==> config.mk <==
export PLATFORM = sky130hd
export DESIGN_NAME = damped_spring_follower_top
export DESIGN_NICKNAME = d
export VERILOG_FILES = /design/src/rtl/core/dsf_pkg.sv /design/src/rtl/core/dsf_sequencer.sv /design/src/rtl/core/dsf_datapath.sv /design/src/rtl/core/damped_spring_follower_top.sv
export SDC_FILE = /design/constraint.sdc
export NUM_CORES = 2
export LEC_CHECK = 0
export BUFFER_PORTS_ARGS = -buffer_cell sky130_fd_sc_hd__buf_2
export CAP_MARGIN = 20
export CORE_MARGIN = 3
export CORE_UTILIZATION = 45
export CTS_CLUSTER_SIZE = 10
export DETAILED_ROUTE_END_ITERATION = 8
export GPL_ROUTABILITY_DRIVEN = 0
export SLEW_MARGIN = 30
export SYNTH_ARGS = -nofsm -noshare
export SYNTH_HDL_FRONTEND = slang
export SYNTH_SLANG_ARGS = --single-unit
==> constraint.sdc <==
create_clock -name clock -period 11.75 [get_ports clock]
set_clock_uncertainty 0.05 [all_clocks]
set_input_delay 1.175 -clock clock [delete_from_list [all_inputs] [get_ports clock]]
set_output_delay 1.175 -clock clock [all_outputs]
set_load 0.02 [all_outputs]
==> src/rtl/core/dsf_pkg.sv <==
// Package for the damped spring follower: lanes, micro-ops, control structs
// and the microcode ROM contents. No dependencies.
package dsf_pkg;

   localparam int WORD_W             = 32;
   localparam int TGT_W              = 20;
   localparam int SCALE_W            = 16;
   localparam int PIX_W              = 12;
   localparam int FRAC_BITS          = 8;
   localparam int GAIN_W             = 4;
   localparam int LANES              = 4;
   localparam int LANE_W             = 2;
   localparam int STEP_W             = 5;
   localparam int DIV_SHIFT          = 3;
   localparam logic [GAIN_W-1:0]  GAIN_RESET  = 4'd1;
   localparam logic [WORD_W-1:0]  SCALE_RESET = 32'd256;

   localparam int SNAP_THRESHOLD_DEF = 4;
   localparam int DAMP_NUMERATOR_DEF = 179;
   localparam int DAMP_SHIFT_DEF     = 8;

   typedef enum logic [LANE_W-1:0] {
      LANE_X = 2'd0,
      LANE_Y = 2'd1,
      LANE_S = 2'd2,
      LANE_R = 2'd3
   } lane_type;

   typedef enum logic [2:0] {
      OP_NOP,
      OP_ERR,
      OP_ACC,
      OP_SNAP,
      OP_DAMP,
      OP_MOVE,
      OP_DONE
   } op_type;

   typedef enum logic [2:0] {
      C_NONE,
      C_ALWAYS,
      C_REST,
      C_BIG_XY,
      C_BIG_LANE
   } cond_type;

   typedef struct packed {
      op_type            op;
      lane_type          lane;
      cond_type          cond;
      logic [STEP_W-1:0] target;
   } ucode_type;

   typedef struct packed {
      logic     load;
      op_type   op;
      lane_type lane;
   } ctrl_type;

   typedef struct packed {
      logic rest;
      logic big_xy;
      logic big_lane;
   } status_type;

   typedef struct packed {
      logic [PIX_W-1:0]   pixel_x;
      logic [PIX_W-1:0]   pixel_y;
      logic [SCALE_W-1:0] scale_now;
      logic [SCALE_W-1:0] angle_now;
      logic               settled;
   } result_type;

   localparam logic [STEP_W-1:0] STEP_DAMP_XY = 5'd12;
   localparam logic [STEP_W-1:0] STEP_SCALE   = 5'd16;
   localparam logic [STEP_W-1:0] STEP_DAMP_S  = 5'd18;
   localparam logic [STEP_W-1:0] STEP_ROT     = 5'd20;
   localparam logic [STEP_W-1:0] STEP_DAMP_R  = 5'd22;
   localparam logic [STEP_W-1:0] STEP_DONE    = 5'd24;
   localparam logic [STEP_W-1:0] STEP_NONE    = 5'd0;

   function automatic ucode_type ucode_rom(input logic [STEP_W-1:0] step);
      ucode_type w;
      case (step)
         5'd0:    w = '{OP_NOP,  LANE_X, C_REST,     STEP_DONE};
         5'd1:    w = '{OP_ERR,  LANE_X, C_NONE,     STEP_NONE};
         5'd2:    w = '{OP_ACC,  LANE_X, C_NONE,     STEP_NONE};
         5'd3:    w = '{OP_ERR,  LANE_Y, C_NONE,     STEP_NONE};
         5'd4:    w = '{OP_ACC,  LANE_Y, C_NONE,     STEP_NONE};
         5'd5:    w = '{OP_ERR,  LANE_S, C_NONE,     STEP_NONE};
         5'd6:    w = '{OP_ACC,  LANE_S, C_NONE,     STEP_NONE};
         5'd7:    w = '{OP_ERR,  LANE_R, C_NONE,     STEP_NONE};
         5'd8:    w = '{OP_ACC,  LANE_R, C_NONE,     STEP_NONE};
         5'd9:    w = '{OP_NOP,  LANE_X, C_BIG_XY,   STEP_DAMP_XY};
         5'd10:   w = '{OP_SNAP, LANE_X, C_NONE,     STEP_NONE};
         5'd11:   w = '{OP_SNAP, LANE_Y, C_ALWAYS,   STEP_SCALE};
         5'd12:   w = '{OP_DAMP, LANE_X, C_NONE,     STEP_NONE};
         5'd13:   w = '{OP_MOVE, LANE_X, C_NONE,     STEP_NONE};
         5'd14:   w = '{OP_DAMP, LANE_Y, C_NONE,     STEP_NONE};
         5'd15:   w = '{OP_MOVE, LANE_Y, C_NONE,     STEP_NONE};
         5'd16:   w = '{OP_NOP,  LANE_S, C_BIG_LANE, STEP_DAMP_S};
         5'd17:   w = '{OP_SNAP, LANE_S, C_ALWAYS,   STEP_ROT};
         5'd18:   w = '{OP_DAMP, LANE_S, C_NONE,     STEP_NONE};
         5'd19:   w = '{OP_MOVE, LANE_S, C_NONE,     STEP_NONE};
         5'd20:   w = '{OP_NOP,  LANE_R, C_BIG_LANE, STEP_DAMP_R};
         5'd21:   w = '{OP_SNAP, LANE_R, C_ALWAYS,   STEP_DONE};
         5'd22:   w = '{OP_DAMP, LANE_R, C_NONE,     STEP_NONE};
         5'd23:   w = '{OP_MOVE, LANE_R, C_NONE,     STEP_NONE};
         default: w = '{OP_DONE, LANE_X, C_NONE,     STEP_NONE};
      endcase
      return w;
   endfunction

endpackage

==> src/rtl/core/dsf_sequencer.sv <==
// Microcode sequencer: step counter, ROM fetch and conditional jumps.
// Depends on dsf_pkg.
module dsf_sequencer (
   input  logic                  clock,
   input  logic                  reset,
   input  logic                  req_valid,
   output logic                  req_ready,
   input  logic                  out_free,
   output logic                  out_load,
   input  dsf_pkg::status_type   status,
   output dsf_pkg::ctrl_type     ctrl
);
   import dsf_pkg::*;

   typedef enum logic {
      S_IDLE,
      S_RUN
   } state_type;

   state_type         state_ff, state_in;
   logic [STEP_W-1:0] step_ff, step_in;
   ucode_type         word;
   logic              jump;

   assign word      = ucode_rom(step_ff);
   assign req_ready = (state_ff == S_IDLE);

   always_comb begin
      unique case (word.cond)
         C_NONE:     jump = 1'b0;
         C_ALWAYS:   jump = 1'b1;
         C_REST:     jump = status.rest;
         C_BIG_XY:   jump = status.big_xy;
         C_BIG_LANE: jump = status.big_lane;
         default:    jump = 1'b0;
      endcase
   end

   always_comb begin
      ctrl.load = req_valid && (state_ff == S_IDLE);
      ctrl.op   = (state_ff == S_RUN) ? word.op : OP_NOP;
      ctrl.lane = word.lane;
      out_load  = (state_ff == S_RUN) && (word.op == OP_DONE) && out_free;
      state_in  = state_ff;
      step_in   = step_ff;
      unique case (state_ff)
         S_IDLE: begin
            if (req_valid) begin
               state_in = S_RUN;
               step_in  = '0;
            end
         end
         S_RUN: begin
            if (word.op == OP_DONE) begin
               if (out_free) begin
                  state_in = S_IDLE;
               end
            end else if (jump) begin
               step_in = word.target;
            end else begin
               step_in = step_ff + STEP_W'(1);
            end
         end
         default: state_in = S_IDLE;
      endcase
   end

   always_ff @(posedge clock) begin
      if (reset) begin
         state_ff <= S_IDLE;
         step_ff  <= '0;
      end else begin
         state_ff <= state_in;
         step_ff  <= step_in;
      end
   end

endmodule

==> src/rtl/core/dsf_datapath.sv <==
// Datapath: state registers per lane, target latch and one shared ALU.
// Depends on dsf_pkg; driven by dsf_sequencer control words.
module dsf_datapath #(
   parameter int SNAP_THRESHOLD = dsf_pkg::SNAP_THRESHOLD_DEF,
   parameter int DAMP_NUMERATOR = dsf_pkg::DAMP_NUMERATOR_DEF,
   parameter int DAMP_SHIFT     = dsf_pkg::DAMP_SHIFT_DEF
) (
   input  logic                                clock,
   input  logic                                reset,
   input  dsf_pkg::ctrl_type                   ctrl,
   input  logic [dsf_pkg::GAIN_W-1:0]          speed_gain,
   input  logic signed [dsf_pkg::TGT_W-1:0]    target_x,
   input  logic signed [dsf_pkg::TGT_W-1:0]    target_y,
   input  logic [dsf_pkg::SCALE_W-1:0]         target_scale,
   input  logic signed [dsf_pkg::TGT_W-1:0]    target_rotation,
   output dsf_pkg::status_type                 status,
   output dsf_pkg::result_type                 result
);
   import dsf_pkg::*;

   localparam logic [WORD_W-1:0] SNAP_LIM  = WORD_W'(SNAP_THRESHOLD);
   localparam logic [WORD_W-1:0] DAMP_MUL  = WORD_W'(DAMP_NUMERATOR);
   localparam logic [WORD_W-1:0] DAMP_RND  = WORD_W'(1) << (DAMP_SHIFT - 1);

   logic [WORD_W-1:0] val_ff [LANES];
   logic [WORD_W-1:0] val_in [LANES];
   logic [WORD_W-1:0] vel_ff [LANES];
   logic [WORD_W-1:0] vel_in [LANES];
   logic [WORD_W-1:0] tgt_ff [LANES];
   logic [WORD_W-1:0] tgt_in [LANES];
   logic [WORD_W-1:0] tmp_ff, tmp_in;

   logic [WORD_W-1:0] lval, lvel, ltgt, diff, damp_sum, angle;
   logic [GAIN_W-1:0] gain_sel;

   function automatic logic [WORD_W-1:0] div8(input logic [WORD_W-1:0] u);
      logic [WORD_W-1:0] r;
      if (u[WORD_W-1]) begin
         r = '0 - (('0 - u) >> DIV_SHIFT);
      end else begin
         r = u >> DIV_SHIFT;
      end
      return r;
   endfunction

   function automatic logic is_small(input logic [WORD_W-1:0] v);
      logic [WORD_W-1:0] mag;
      mag = v[WORD_W-1] ? ('0 - v) : v;
      return mag < SNAP_LIM;
   endfunction

   assign lval     = val_ff[ctrl.lane];
   assign lvel     = vel_ff[ctrl.lane];
   assign ltgt     = tgt_ff[ctrl.lane];
   assign diff     = ltgt - lval;
   assign gain_sel = (ctrl.lane == LANE_X || ctrl.lane == LANE_Y) ? speed_gain : GAIN_W'(1);
   assign damp_sum = lvel * DAMP_MUL + DAMP_RND;

   always_comb begin
      val_in = val_ff;
      vel_in = vel_ff;
      tgt_in = tgt_ff;
      tmp_in = tmp_ff;
      if (ctrl.load) begin
         tgt_in[LANE_X] = WORD_W'(target_x);
         tgt_in[LANE_Y] = WORD_W'(target_y);
         tgt_in[LANE_S] = {{(WORD_W-SCALE_W){1'b0}}, target_scale};
         tgt_in[LANE_R] = WORD_W'(target_rotation);
      end
      case (ctrl.op)
         OP_ERR:  tmp_in = diff * {{(WORD_W-GAIN_W){1'b0}}, gain_sel};
         OP_ACC:  vel_in[ctrl.lane] = lvel + div8(tmp_ff);
         OP_SNAP: begin
            vel_in[ctrl.lane] = '0;
            val_in[ctrl.lane] = ltgt;
         end
         OP_DAMP: vel_in[ctrl.lane] = WORD_W'($signed(damp_sum) >>> DAMP_SHIFT);
         OP_MOVE: val_in[ctrl.lane] = lval + lvel;
         default: ;
      endcase
   end

   always_comb begin
      status.rest = 1'b1;
      for (int i = 0; i < LANES; i++) begin
         if (vel_ff[i] != '0 || val_ff[i] != tgt_ff[i]) begin
            status.rest = 1'b0;
         end
      end
      status.big_xy   = !(is_small(vel_ff[LANE_X]) && is_small(vel_ff[LANE_Y]));
      status.big_lane = !is_small(lvel);
   end

   assign angle            = val_ff[LANE_R] - vel_ff[LANE_X];
   assign result.pixel_x   = val_ff[LANE_X][FRAC_BITS +: PIX_W];
   assign result.pixel_y   = val_ff[LANE_Y][FRAC_BITS +: PIX_W];
   assign result.scale_now = val_ff[LANE_S][SCALE_W-1:0];
   assign result.angle_now = angle[SCALE_W-1:0];
   assign result.settled   = status.rest;

   always_ff @(posedge clock) begin
      if (reset) begin
         for (int i = 0; i < LANES; i++) begin
            val_ff[i] <= (i == int'(LANE_S)) ? SCALE_RESET : '0;
            vel_ff[i] <= '0;
         end
      end else begin
         val_ff <= val_in;
         vel_ff <= vel_in;
      end
      tgt_ff <= tgt_in;
      tmp_ff <= tmp_in;
   end

endmodule

==> src/rtl/core/damped_spring_follower_top.sv <==
// Throughput: one transaction at a time, taken the cycle after the previous result enters
// the output register, and later while a stalled receiver holds the output register full.
// Reset (synchronous, active high): state cleared, scale to one (256), gain to 1.
// Top level of the damped spring follower: config register, output register.
// Depends on dsf_pkg, dsf_sequencer and dsf_datapath.
module damped_spring_follower_top #(
   parameter int SNAP_THRESHOLD = dsf_pkg::SNAP_THRESHOLD_DEF,
   parameter int DAMP_NUMERATOR = dsf_pkg::DAMP_NUMERATOR_DEF,
   parameter int DAMP_SHIFT     = dsf_pkg::DAMP_SHIFT_DEF
) (
   input  logic                              clock,
   input  logic                              reset,
   input  logic                              csr_valid,
   output logic                              csr_ready,
   input  logic [dsf_pkg::GAIN_W-1:0]        csr_speed_gain,
   input  logic                              req_valid,
   output logic                              req_ready,
   input  logic signed [dsf_pkg::TGT_W-1:0]  req_target_x,
   input  logic signed [dsf_pkg::TGT_W-1:0]  req_target_y,
   input  logic [dsf_pkg::SCALE_W-1:0]       req_target_scale,
   input  logic signed [dsf_pkg::TGT_W-1:0]  req_target_rotation,
   output logic                              rsp_valid,
   input  logic                              rsp_ready,
   output logic signed [dsf_pkg::PIX_W-1:0]  rsp_pixel_x,
   output logic signed [dsf_pkg::PIX_W-1:0]  rsp_pixel_y,
   output logic [dsf_pkg::SCALE_W-1:0]       rsp_scale_now,
   output logic [dsf_pkg::SCALE_W-1:0]       rsp_angle_now,
   output logic                              rsp_settled
);
   import dsf_pkg::*;

   logic [GAIN_W-1:0] gain_ff, gain_in;
   logic              rsp_valid_ff, rsp_valid_in;
   result_type        res_ff, res_in;
   result_type        result;
   ctrl_type          ctrl;
   status_type        status;
   logic              out_load, out_free;

   assign csr_ready = 1'b1;
   assign out_free  = !rsp_valid_ff || rsp_ready;

   dsf_sequencer u_seq (
      .clock     (clock),
      .reset     (reset),
      .req_valid (req_valid),
      .req_ready (req_ready),
      .out_free  (out_free),
      .out_load  (out_load),
      .status    (status),
      .ctrl      (ctrl)
   );

   dsf_datapath #(
      .SNAP_THRESHOLD (SNAP_THRESHOLD),
      .DAMP_NUMERATOR (DAMP_NUMERATOR),
      .DAMP_SHIFT     (DAMP_SHIFT)
   ) u_dp (
      .clock           (clock),
      .reset           (reset),
      .ctrl            (ctrl),
      .speed_gain      (gain_ff),
      .target_x        (req_target_x),
      .target_y        (req_target_y),
      .target_scale    (req_target_scale),
      .target_rotation (req_target_rotation),
      .status          (status),
      .result          (result)
   );

   always_comb begin
      gain_in      = (csr_valid && csr_ready) ? csr_speed_gain : gain_ff;
      res_in       = out_load ? result : res_ff;
      rsp_valid_in = out_load ? 1'b1 : (rsp_valid_ff && !rsp_ready);
   end

   always_ff @(posedge clock) begin
      if (reset) begin
         gain_ff      <= GAIN_RESET;
         rsp_valid_ff <= 1'b0;
      end else begin
         gain_ff      <= gain_in;
         rsp_valid_ff <= rsp_valid_in;
      end
      res_ff <= res_in;
   end

   assign rsp_valid     = rsp_valid_ff;
   assign rsp_pixel_x   = res_ff.pixel_x;
   assign rsp_pixel_y   = res_ff.pixel_y;
   assign rsp_scale_now = res_ff.scale_now;
   assign rsp_angle_now = res_ff.angle_now;
   assign rsp_settled   = res_ff.settled;

endmodule

# [Yosys cells after proc, flatten, opt, wreduce, memory -nomap -nowiden]
# Memories as Yosys holds them, arrays and structs flattened. A register that Yosys moved wholly into a read port is not among the register bits.
# Cells that the tools add are included.
[op_classes] order_cmp=5 add_sub_neg=11 bitwise=4 multipliers=2 mux=40 n_reduce_logical=24 eq_ne=17
[ops] operator="128-bit bitwise mux" n=4
[ops] operator="32-bit 2-to-1 mux" n=12
[ops] operator="128-bit case mux with 3 select lines" n=1
[ops] operator="128-bit case mux with 2 select lines" n=1
[ops] operator="32-bit binary-select mux with 2-bit select" n=3
[ops] operator="128-bit bitwise AND" n=1
[ops] operator="128-bit NOT" n=1
[ops] operator="32-bit nonzero test" n=4
[ops] operator="1-bit by 32-bit subtractor with 32-bit output (first input constant)" n=4
[ops] operator="32-bit by 3-bit < comparator with 1-bit output (second input constant)" n=3
[ops] operator="32-bit != test" n=3
[ops] operator="32-bit adder" n=2
[ops] operator="32-bit demux with 2-bit select" n=1
[ops] operator="32-bit by 8-bit adder with 32-bit output (second input constant)" n=1
[ops] operator="32-bit by 4-bit multiplier with 32-bit output" n=1
[ops] operator="32-bit by 8-bit multiplier with 32-bit output (second input constant)" n=1
[ops] operator="32-bit by 16-bit != test with 1-bit output" n=1
[ops] operator="32-bit subtractor" n=1
[ops] operator="1-bit by 29-bit subtractor with 30-bit output (first input constant)" n=1
[ops] operator="5-bit 2-to-1 mux" n=5
[ops] operator="16-bit subtractor" n=1
[ops] operator="3-bit by 2-bit equality test with 1-bit output (second input constant)" n=4
[ops] operator="3-bit equality test (second input constant)" n=4
[ops] operator="5-bit case mux with 2 select lines" n=1
[ops] operator="20 further kinds" n=42
[totals] n_memories=1 wordCells=126 output_inout_bits=60 regBits=432 rom_bits=384 in_bits=85
[memory_table] name="(name not given)" depth=32 word_bits=12 rd=1 rd_ports_with_merged_regs=1 wr=0 line_no="dsf_pkg.sv:84" text="case (step)"

# [Longest topological paths before layout]
[depth] ltp_word=14 depth_mapped=36 mapped_depth_nobuf=29

# [By module]
# From an unflattened synthesis, not the netlist that was laid out.
[unflattened] hier_cells=3863 hier_area_um2=34993.6
[by_module_without_submodules] module="dsf_datapath" seq_area_each_um2=8368.0 instances=1 cells_each=3664 area_each_um2=31999.4
[by_module_without_submodules] module="damped_spring_follower_top" seq_area_each_um2=1811.7 instances=1 cells_each=76 area_each_um2=1901.8
[by_module_without_submodules] module="dsf_sequencer" seq_area_each_um2=340.3 instances=1 cells_each=123 area_each_um2=1092.3

# [Worst setup path after synthesis]
# Ideal clock, no wire load.
[synth_timing] path_type="reg-to-reg" from="register u_seq.word[8] (netlist name)" to="register u_dp.tmp_ff[31], data pin" t_required_ns=11.432 path_stages_with_launch=34 setup_slack_ns=2.620 arrival_ns=8.812 path_cell_list="dfxtp_1 buf_6 buf_12 buf_6 buf_2 clkbuf_1 buf_1 clkbuf_1 buf_1 mux4_2 ha_1 fa_1 nor2b_1 o31a_1 o211ai_1 a21oi_1 o311ai_0 a211oi_1 a211oi_1 o31ai_1 a21o_1 a21oi_1 xor2_1 nor2_1 fa_1 inv_1 fa_1 inv_1 ha_1 and3_1 and3_1 or4_1 o22ai_1 xnor3_1"
[synth_via] elab_chain_len=6 word_cells_on_any_way=13
[synth_rtl] element="2-bit NOT with 3-bit output (implied by the code)" line_no="dsf_datapath.sv:52, dsf_datapath.sv:54"
[synth_rtl] element="32-bit binary-select mux with 2-bit select, on equally long branches" line_no="dsf_datapath.sv:54, dsf_datapath.sv:52"
[synth_rtl] element="32-bit 2-to-1 mux, on equally long branches (2 in series)" line_no="dsf_datapath.sv:54, dsf_datapath.sv:52"
[synth_rtl] element="32-bit subtractor" line_no="dsf_datapath.sv:55" text="assign diff = ltgt - lval;"
[synth_rtl] element="32-bit by 4-bit multiplier with 32-bit output (*)" line_no="dsf_datapath.sv:71" text="OP_ERR: tmp_in = diff * {{(WORD_W-GAIN_W){1'b0}}, gain_sel};"
[synth_rtl] element="end signal: assignment" line_no="dsf_datapath.sv:112" text="tmp_ff <= tmp_in;"
[synth_rtl] element="end: declaration" line_no="dsf_datapath.sv:31" text="logic [WORD_W-1:0] tmp_ff, tmp_in;"
# Every way passes the cells marked *; elsewhere a longest branch is shown, timed or not. The select of a mux whose other input is x is not followed.
# A chain may end at the register's enable or synchronous reset.

# [Worst setup path in the final report]
[layout_timing] from="register u_seq.word[9] (netlist name)" to="register u_dp.tmp_ff[31], data pin"
[layout_via] elab_chain_len=6 word_cells_on_any_way=13
[layout_rtl] element="2-bit NOT with 3-bit output (implied by the code)" line_no="dsf_datapath.sv:52, dsf_datapath.sv:54"
[layout_rtl] element="32-bit binary-select mux with 2-bit select, on equally long branches" line_no="dsf_datapath.sv:54, dsf_datapath.sv:52"
[layout_rtl] element="32-bit 2-to-1 mux, on equally long branches (2 in series)" line_no="dsf_datapath.sv:54, dsf_datapath.sv:52"
[layout_rtl] element="32-bit subtractor" line_no="dsf_datapath.sv:55"
[layout_rtl] element="32-bit by 4-bit multiplier with 32-bit output (*)" line_no="dsf_datapath.sv:71"
# Marks and branches as above.

==> results.cfg <==
[synthesis]
syn_inst = 4039
ys_types = 109
ys_async_sr_fraction_pct = 0
yosys_register_bits = 443
synth_top_flop_cell = dfxtp_1
ys_seq_area_share_pct = 29.43
syn_nets = 4549
synth_edf_count = 165
syn_avg_cell_area_um2 = 8.852
synthesis.area_um2 = 35750
ys.warnings.count = 0

[clock_tree]
holdBufCountCts = 0
htreeDepth = 2
cts.sinks = 443
insertion_delay_ns = 0.64
cts_buffers = 53
cts_tree = yes
ctsResizeCount = 0
cts_max_path_buffers = 3
cts-root-buf = clkbuf_16
cts_setup_buffers = 0
path_clk_slew_ns = 0.06

[sta]
clock.fmax_mhz = 115.9
setup_violations = 0
drv_slew = 0
period_needed_ns = 8.627
max_slew.worst_pin.slew_ns = 1.046
max-slew-margin-rel_pct = 29.64
fin_crit_sh_pct = 73.42
finalSetupTns_ns = 0
finalHoldViolCount = 0
fin_ws_ns = 3.123
rsz0062_at_grt = no

[power_and_ir_drop]
comb_power_share_pct = 19.2
seqPwrFrac_pct = 41.5
p_int_mw = 2.841
leakage_nw = 16.08
switching_share_pct = 29.47
p_clk_share_pct = 39.3
switchingPower_mw = 1.187
peakVddDrop_mv = 0.1304
powerDensity_nw_per_um2 = 102.9

[setup_path]
crit_type = flop to flop
crit_path_end_kind = flop
crit_fanout = 54
cp.arrival_ns = 8.96
cp-start-kind = flop
cp.required_ns = 12.08

[drt]
wl_mm = 122.7
via_per_inst = 6.092
ant_nets = 0
wl_per_cell_um = 23.64
drc = 0
num_vias = 31610
dr.pass1.iters = 8
drt-initial-drc-count = 3356

[final_layout]
fillers = 7474
drive_above_1_share_pct = 9.501
layout.nets = 4622
final_cells = 5189
area_delta_synth_final_pct = 9.449
final_area_um2 = 39130

[global_route]
grt.total_usage_pct = 29.12
grt_overflow_total = 0
antenna_found_initial = 7
grt_pass1_wl_mm = 184.2
grt_max_degree = 85
grt_pass1_vias = 29490

[die]
std_cell_rows = 102
core_area_um2 = 78100
die_h_um = 287.9
initial_core_util_pct = 45.77
die-area_um2 = 82870
ios = 145
die_x_um = 287.9

[status]
outcome = complete, no violations

[placed_design]
place_area_um2 = 37450
port_buffers = 143
place_inst = 5096
pre_cts_ws_ns = 3.175
dp_hpwl_mm = 95.55

[hold_path]
hp-class = flop to flop

[run]
drv_cap = 0
==> power by group through the flow <==
stage | registers [mW] | clock network, mW | logic [mW]
floorplan | 1.69 | 0 | 0.554
global route | 1.67 | 1.66 | 0.861
CTS | 1.67 | 1.60 | 0.768
finish | 1.67 | 1.58 | 0.772
detailed placement | 1.70 | 0 | 0.764
global placement | 1.70 | 0 | 0.757
==> metal layers <==
layer  vias to the layer above  wire, um  share of wire, %  global-route usage [%]
met5                         -       161              0.13                  0.7738
met4                        14      4723               3.9                   10.25
met3                       260     12290                10                   7.015
met2                      1485     54400                44                   45.21
met1                     15250     51100                42                   39.55
li1                      14610         -                 -                       -
==> synthesized netlist by cell type (all sizes together) (30+ instances only) <==
library cell | count | area [um^2]
a31oi | 36 | 225.2
and3 | 30 | 190.2
edfxtp | 165 | 4955
xor2 | 58 | 508.0
clkbuf | 139 | 573.1
a211oi | 129 | 973.4
fa | 136 | 2723
nand4 | 55 | 344.1
a21oi | 250 | 1266
mux4 | 80 | 1842
nand2 | 240 | 900.9
o21ai | 186 | 942.2
dfxtp | 278 | 5565
xnor2 | 155 | 1358
nor2 | 511 | 1928
nand3 | 76 | 380.4
inv | 411 | 1543
nor3 | 95 | 475.5
nor2b | 33 | 206.5
nand2b | 71 | 446.7
nor4 | 67 | 425.4
ha | 289 | 3616
a22oi | 48 | 360.4
a21o | 59 | 442.9
==> per-stage QoR <==
| stage | hold slack (ns) | power [mW] | utilization (%) |
|---|---|---|---|
| 6_report | 0.4335 | 4.028 | 50.10 |
| 5_1_grt | 0.4561 | 4.192 | 50.09 |
| 4_1_cts | 0.4311 | 4.039 | 50.06 |
| 3_5_place_dp | 0.4224 | 2.468 | 47.95 |
| 3_3_place_gp | 0.4209 | 2.461 | 47.87 |
| 2_1_floorplan | 0.3897 | 2.242 | - |
==> critical path: stages, from the launching register on <==
cell      delay (ns)
dfxtp_4         0.85
buf_4           0.69
mux4_2          0.51
fa_1            0.46
nor2b_1         0.16
o31a_1          0.19
o211ai_1        0.14
a21oi_1         0.19
o311ai_0        0.23
a211oi_1        0.76
a211oi_1        0.16
o31ai_1         0.42
a21o_1          0.18
a21oi_1         0.07
xor2_1          0.32
nor2_1          0.11
fa_1            0.51
inv_1           0.05
fa_1            0.53
inv_1           0.04
ha_1            0.36
and3_1          0.21
and3_1          0.19
or4_1           0.47
o22ai_1         0.17
xnor3_1         0.34
==> final timing paths <==
| path | start | to | slack (ns) | depth (start not counted) |
|---|---|---|---|---|
| max | u_seq.word[9]$_DFF_P_ | u_dp.tmp_ff[31]$_DFFE_PN_ | 3.12 | 25 |
| min | u_dp.vel_ff[30]$_SDFFE_PP0P_ | u_dp.vel_ff[30]$_SDFFE_PP0P_ | 0.43 | 2 |
| max reg2reg | u_seq.word[9]$_DFF_P_ | u_dp.tmp_ff[31]$_DFFE_PN_ | 3.12 | 25 |
| min reg2reg | u_dp.vel_ff[30]$_SDFFE_PP0P_ | u_dp.vel_ff[30]$_SDFFE_PP0P_ | 0.43 | 2 |
==> state kept, by name, summed over array words and instances, names as in the netlist <==
register	flops
u_dp.vel_ff	128
u_dp.val_ff	88
u_dp.tgt_ff	76
u_dp.result	40
u_dp.tmp_ff	32
rsp_angle_now	16
rsp_scale_now	16
rsp_pixel_x	12
rsp_pixel_y	12
u_seq.word	11
u_seq.step_ff	5
gain_ff	4
rsp_settled	1
rsp_valid	1
u_seq.state_ff	1
==> area by class of cell <==
class                           count  area (um^2)  share of cell area (%)
Clock inverter                      7        127.6                  0.3261
Multi-Input combinational cell   3020        23020                   58.84
Tap cell                         1040         1301                   3.325
Antenna cell                        2        5.005                 0.01279
Timing Repair Buffer              183         1082                   2.766
Inverter                          411         1543                   3.943
Clock buffer                       83         1520                   3.885
Sequential cell                   443        10530                   26.90
==> cell families after synthesis <==
kind of cell,after synthesis,share of synthesized area [%]
buf+inv,576,6.362
flops,443,29.43
other cells,1,0.01049
xor+xnor,214,5.281
simple gates,1297,17.22
mux,106,5.907
compound gates,977,18.06
fa+ha+maj,425,17.73
==> placed cells by master (no fill, tap or decap), drive strengths merged, types with 30 or more instances in the layout <==
master	count
a211oi	129
a21o	59
a21oi	250
a22oi	48
a31oi	36
and3	30
buf	183
clkbuf	83
dfxtp	278
edfxtp	165
fa	136
ha	289
inv	412
mux4	80
nand2	240
nand2b	71
nand3	76
nand4	55
nor2	511
nor2b	33
nor3	95
nor4	67
o21ai	186
xnor2	155
xor2	58
Note: power is estimated with default switching activity, not from simulation.
